==> config.mk <==
export PLATFORM = sky130hd
export DESIGN_NAME = lgp_divider
export DESIGN_NICKNAME = d
export VERILOG_FILES = /design/src/rtl/core/lgp_pkg.sv /design/src/rtl/core/lgp_divider.sv
export SDC_FILE = /design/constraint.sdc
export NUM_CORES = 1
export LEC_CHECK = 0
export ABC_CLOCK_PERIOD_IN_PS = 4700
export BUFFER_PORTS_ARGS = -buffer_cell sky130_fd_sc_hd__buf_2
export CAP_MARGIN = 30
export CORE_MARGIN = 2
export CORE_UTILIZATION = 63
export CTS_CLUSTER_DIAMETER = 30
export DETAILED_ROUTE_END_ITERATION = 10
export PLACE_DENSITY = 0.82
export SKIP_CTS_REPAIR_TIMING = 1
export SLEW_MARGIN = 10
export SYNTH_ARGS = -nofsm -noshare
export SYNTH_HDL_FRONTEND = slang
export SYNTH_SLANG_ARGS = --single-unit
==> constraint.sdc <==
create_clock -name clk -period 4.7 [get_ports clk]
set_clock_uncertainty 0.1 [all_clocks]
set_input_delay 0.94 -clock clk [delete_from_list [all_inputs] [get_ports clk]]
set_output_delay 0.94 -clock clk [all_outputs]
set_load 0.05 [all_outputs]
==> src/rtl/core/lgp_pkg.sv <==
// ----------------------------------------------------------------------------
// lgp_pkg: shared constants and types
// Sizes and the memory-address type of the progression engine.
// ----------------------------------------------------------------------------
`default_nettype none
package lgp_pkg;
    localparam int MaxElements = 64;
    localparam int ValueWidth  = 16;
    localparam int IdxWidth    = $clog2(MaxElements);
    localparam int CntWidth    = $clog2(MaxElements + 1);
    localparam int LenWidth    = 7;
    localparam int ProdWidth   = 2 * ValueWidth;
    localparam logic [LenWidth-1:0] LenMax = 7'd127;

    typedef logic [IdxWidth-1:0]   idx_t;
    typedef logic [CntWidth-1:0]   cnt_t;
    typedef logic [ValueWidth-1:0] val_t;
    typedef logic [LenWidth-1:0]   len_t;
    typedef logic [ProdWidth-1:0]  prod_t;
endpackage
`default_nettype wire

==> src/rtl/core/lgp_divider.sv <==
// ----------------------------------------------------------------------------
// lgp_divider: bit-serial divisibility test
// Restoring division, one quotient bit a cycle; reports remainder zero.
// ----------------------------------------------------------------------------
`default_nettype none
module lgp_divider
    import lgp_pkg::*;
(
    input  wire logic clk,
    input  wire logic rst_n,
    input  wire logic start,
    input  wire val_t dividend,
    input  wire val_t divisor,
    output logic      done,
    output logic      divisible
);
    localparam int StepWidth = $clog2(ValueWidth + 1);

    logic [ValueWidth:0]    rem_reg, rem_next;
    val_t                   quo_reg, quo_next;
    val_t                   dsr_reg, dsr_next;
    logic [StepWidth-1:0]   step_reg, step_next;
    logic                   busy_reg, busy_next;
    logic                   done_reg, done_next;
    logic [ValueWidth:0]    trial;

    always_comb
    begin
        rem_next  = rem_reg;
        quo_next  = quo_reg;
        dsr_next  = dsr_reg;
        step_next = step_reg;
        busy_next = busy_reg;
        done_next = 1'b0;
        trial     = '0;
        if (start)
        begin
            rem_next  = '0;
            quo_next  = dividend;
            dsr_next  = divisor;
            step_next = StepWidth'(ValueWidth);
            busy_next = 1'b1;
        end
        else if (busy_reg)
        begin
            trial = {rem_reg[ValueWidth-1:0], quo_reg[ValueWidth-1]};
            quo_next = {quo_reg[ValueWidth-2:0], 1'b0};
            if (trial >= {1'b0, dsr_reg})
                rem_next = trial - {1'b0, dsr_reg};
            else
                rem_next = trial;
            step_next = step_reg - 1'b1;
            if (step_reg == StepWidth'(1))
            begin
                busy_next = 1'b0;
                done_next = 1'b1;
            end
        end
    end

    always_ff @(posedge clk or negedge rst_n)
    begin
        if (!rst_n)
        begin
            busy_reg <= 1'b0;
            done_reg <= 1'b0;
            step_reg <= '0;
        end
        else
        begin
            busy_reg <= busy_next;
            done_reg <= done_next;
            step_reg <= step_next;
        end
    end

    always_ff @(posedge clk)
    begin
        rem_reg <= rem_next;
        quo_reg <= quo_next;
        dsr_reg <= dsr_next;
    end

    assign done      = done_reg;
    assign divisible = (dsr_reg != '0) && (rem_reg == '0);

`ifndef SYNTH
    a_done_pulse: assert property (@(posedge clk) disable iff (!rst_n)
        done |=> !done) else $error("divider done held");
    a_done_from_busy: assert property (@(posedge clk) disable iff (!rst_n)
        done |-> $past(busy_reg)) else $error("divider done without work");
    a_start_busy: assert property (@(posedge clk) disable iff (!rst_n)
        start |=> busy_reg) else $error("divider did not start");
`endif
endmodule
`default_nettype wire

Word level (Yosys, flattened, before mapping)
Cells that the tools add are included.

cells by class
  add/subtract/negate cells = 2
  magnitude comparators = 1
  eq/ne operators = 1
  muxes and demuxes = 11
  reductions and logical operators = 4

operator list
  kind                                                                   number
  16-bit 2-to-1 mux                                                      2
  17-bit by 16-bit greater-or-equal comparator with 1-bit output         1
  17-bit logical NOT                                                     1
  17-bit 2-to-1 mux                                                      1
  17-bit by 16-bit subtractor with 17-bit output                         1
  16-bit nonzero test                                                    1
  5-bit 2-to-1 mux                                                       2
  1-bit 2-to-1 mux                                                       6
  5-bit by 1-bit equality test with 1-bit output, second input constant  1
  5-bit by 1-bit subtractor with 5-bit output, second input constant     1
  2-bit nonzero test                                                     1
  1-bit logical AND                                                      1

storage, ports and cells
  flip-flop bits (word level) = 56
  input port bits = 35
  output and inout bits = 2
  logic and storage cells = 25

Depth between registers and ports, before layout
  word-level depth = 4
  depth in mapped cells = 12
  mapped depth without buffers = 11

Least setup slack after synthesis
No wires, ideal clock.

  path type = flip-flop to output port
  from = reg rem_reg[8]
  to = out divisible
  arrival time = 2.498 ns
  required time = 3.660 ns
  slack = 1.162 ns
  stages on the path, launching flop included = 5
  path buffers = 0
  cell sequence = dfxtp_1 -> or4_1 -> nor3_1 -> nand4_1 -> nor4_1

between the ends
  word-level cells in the longest chain between the ends = 2

ends and longest elaborated chain
  what                    line               RTL
  from (decl)             lgp_divider.sv:19  logic [ValueWidth:0] rem_reg, rem_next;
  from (signal assigned)  lgp_divider.sv:79  rem_reg <= rem_next;
  17-bit logical NOT      lgp_divider.sv:85  assign divisible = (dsr_reg != '0) && (rem_reg == '0);
  1-bit logical AND       lgp_divider.sv:85
  to (decl)               lgp_divider.sv:15  output logic divisible

No other way between the ends.

Final worst setup path
Same ends and word-level chain as after synthesis.

==> results.yml <==
status:
  status: "finished clean"
yosys:
  synthMuxAreaShare: 0.0956
  synth_top_area_frac: 0.302
  syn_inst: 296
  synth.avg_cell_area_um2: 10.7
  synthSimpleGateAreaFrac: 0.127
  synth_fa_ha_area_frac: 0.0771
  ys_async_sr_fraction: 0.125
  ys_types: 54
  seq_area_frac_synth: 0.464
  ys_warn_count: 0
  synth.most_common_cell: "edfxtp_1"
  synth_compound_area_frac: 0.139
  ys_ff_latch: 56
  syn-num-nets: 350
  yosysTopAreaCell: "edfxtp_1"
  synthTopCellsByCount: "edfxtp_1 (32), inv_1 (26), nand2_1 (20)"
  synth_flop_cell: "edfxtp_1"
  synthXorXnorAreaFrac: 0.0440
  synth_edf_count: 32
  synth_top_family_by_area: "compound AO/OA/AOI/OAI gates"
  synth_area_leaders: "edfxtp_1 (30%), dfxtp_1 (11%), ha_1 (7.1%)"
  synth_area_um2: 3180
setup_path:
  worstRegToRegCells: 10
  endpoint_kind: "output port"
  cp_data_required_time_ps: 3660
  path_class: "reg2out"
  cpMaxStageDelayCell: "or4_1"
  cp.arrival_ps: 2140
  r2r_start: "dsr_reg[6]"
  cp_cell_sequence: "or4_1 -> nor3_1 -> nand4_1 -> nor4_1 -> buf_2"
  crit_fanout: 4
  r2r_end: "rem_reg[0]"
  cp-start-kind: "flop"
  cp-endpoint: "divisible"
  max_stage_delay_ps: 590
  rrSetupSlack_ps: 1650
  startpoint: "rem_reg[8]"
sta:
  fmax_mhz: 315
  fin_ws_ps: 1520
  maxSlewViolCount: 0
  finalSetupTns_ps: 0
  slew_headroom: 0.352
  min_period_ps: 3180
  fin_hold_ws_ps: 328
  worstMarginPinSlew_ps: 963
  timing.final.crit_share: 0.676
  finalHoldViolations: 0
  rsz0062_at_grt: "false"
  setup_viol: 0
layout:
  antenna_cells: 0
  nets: 383
  area_growth_pct: 9.28
  final_area_um2: 3480
  fin_util: 0.727
  drive_above_1_share: 0.221
  largest_register_ffs: 17
pwr:
  clkPwrFrac: 0.216
  switchingPower_w: 0.000408
  power_leakage_nw: 1.43
  p_sw_frac: 0.326
  combinationalPowerShare: 0.273
  p_per_area_nw_per_um2: 360
  internal_power_w: 0.000845
  ir_drop_v: 0.000254
  seqPwrFrac: 0.511
global_route:
  grt_use_total: 0.259
  grt_pass1_vias: 2228
  antenna_found_initial: 0
  grt_max_degree: 45
  overflow: 0
  grt_pass1_wl_um: 10700
drt:
  drtIter0Drc: 200
  first_pass_iters: 4
  wl_per_cell_um: 16.7
  wl_um: 6640
  via_count: 2362
  ant_nets: 0
  via_per_inst: 5.95
  route.detailed.drc: 0
placement:
  place_ws_ps: 1710
  placed_area_um2: 3390
  dp_hpwl_um: 4920
  gp_congestion: 0.948
  portBuffers: 36
floorplanning:
  rows: 25
  ioPinCount: 37
  core_area_um2: 4790
  initial_core_util: 0.665
  dieWidth_um: 75.1
  die_h_um: 75.1
  dieArea_um2: 5630
clocking:
  cts_tree: "done"
  clock_latency_ps: 320
  cts_root_buffer: "clkbuf_8"
  cts_buffers: 5
  htreeDepth: 2
  clk_path_buf_depth: 2
  cts.sink_count: 56
  clk_pin_slew_ps: 110
worst_hold_path:
  hp-class: "in2async"
job:
  max_cap_violations: 0
cell type report:
type,count,area (µm²)
sequential,56,1480
clock buffer,6,73.8
tap,67,83.8
inverter,26,97.6
timing repair buffer,38,195
fill,355,1310
multi-input combinational,202,1540
clock inverter,2,13.8
power groups by stage:
stage | Sequential, W | Clock (W) | Combinational, W
2_1_floorplan | 0.000629 | 0 | 0.000267
5_1_grt | 0.000647 | 0.000287 | 0.000376
3_3_place_gp | 0.000646 | 0 | 0.000326
6_report | 0.000640 | 0.000270 | 0.000342
3_5_place_dp | 0.000650 | 0 | 0.000336
4_1_cts | 0.000639 | 0.000272 | 0.000340
how the worst min path moves through the flow:
stage                  end  depth (start not counted)  slack, ps
3_5_place_dp   rem_reg[14]                          2        410
4_1_cts        step_reg[4]                          1        330
5_1_grt           busy_reg                          1        330
6_report       step_reg[4]                          1        330
2_1_floorplan  rem_reg[13]                          2        360
3_3_place_gp    rem_reg[5]                          2        400
metrics by stage:
step           cells  power [W]
6_report         397    0.00125
5_1_grt          397    0.00131
4_1_cts          397    0.00125
3_5_place_dp     389   0.000986
3_3_place_gp     389   0.000972
2_1_floorplan    296   0.000897
cells in the final DEF (no fill, tap or decap), types with 3 or more instances in the layout:
cell type,netlist,layout
nand2b_1,4,4
o21ai_0,11,11
nand3_1,5,5
inv_1,26,26
clkbuf_8,0,5
a211o_1,3,3
nand2_1,20,20
o21a_1,4,4
ha_1,18,18
buf_2,2,36
dfxtp_1,17,17
nor2_1,19,19
a211oi_1,9,9
mux2_2,15,15
xor2_1,7,7
edfxtp_1,32,32
xnor2_1,9,9
nand4_1,3,3
nor3_1,5,5
mux2i_1,12,12
nor4_1,10,10
dfrtp_1,7,7
o21bai_1,3,3
a21oi_1,11,11
critical path, delay by kind of cell, from the launching register on:
| kind | cells | cell delay, ps |
|---|---|---|
| AND/OR/NAND/NOR | 4 | 1110 |
| flip-flops | 1 | 370 |
| buffers and inverters | 1 | 330 |
logic make-up after synthesis:
kind of cell,after synthesis
and+or+nand+nor,78
muxes,28
xor gates and xnor gates,16
AOI/OAI and AO/OA,61
adders and majority gates,19
DFF,56
buffers and inverters,38
per-layer routing:
layer	routed length (µm)	GRT usage	part of all wire
met1	2980	0.345	0.45
met2	3080	0.418	0.46
met3	428	0.0683	0.064
met4	148	0.0774	0.022
met5	0	0	0
Note: power is estimated with default switching activity, not from simulation.
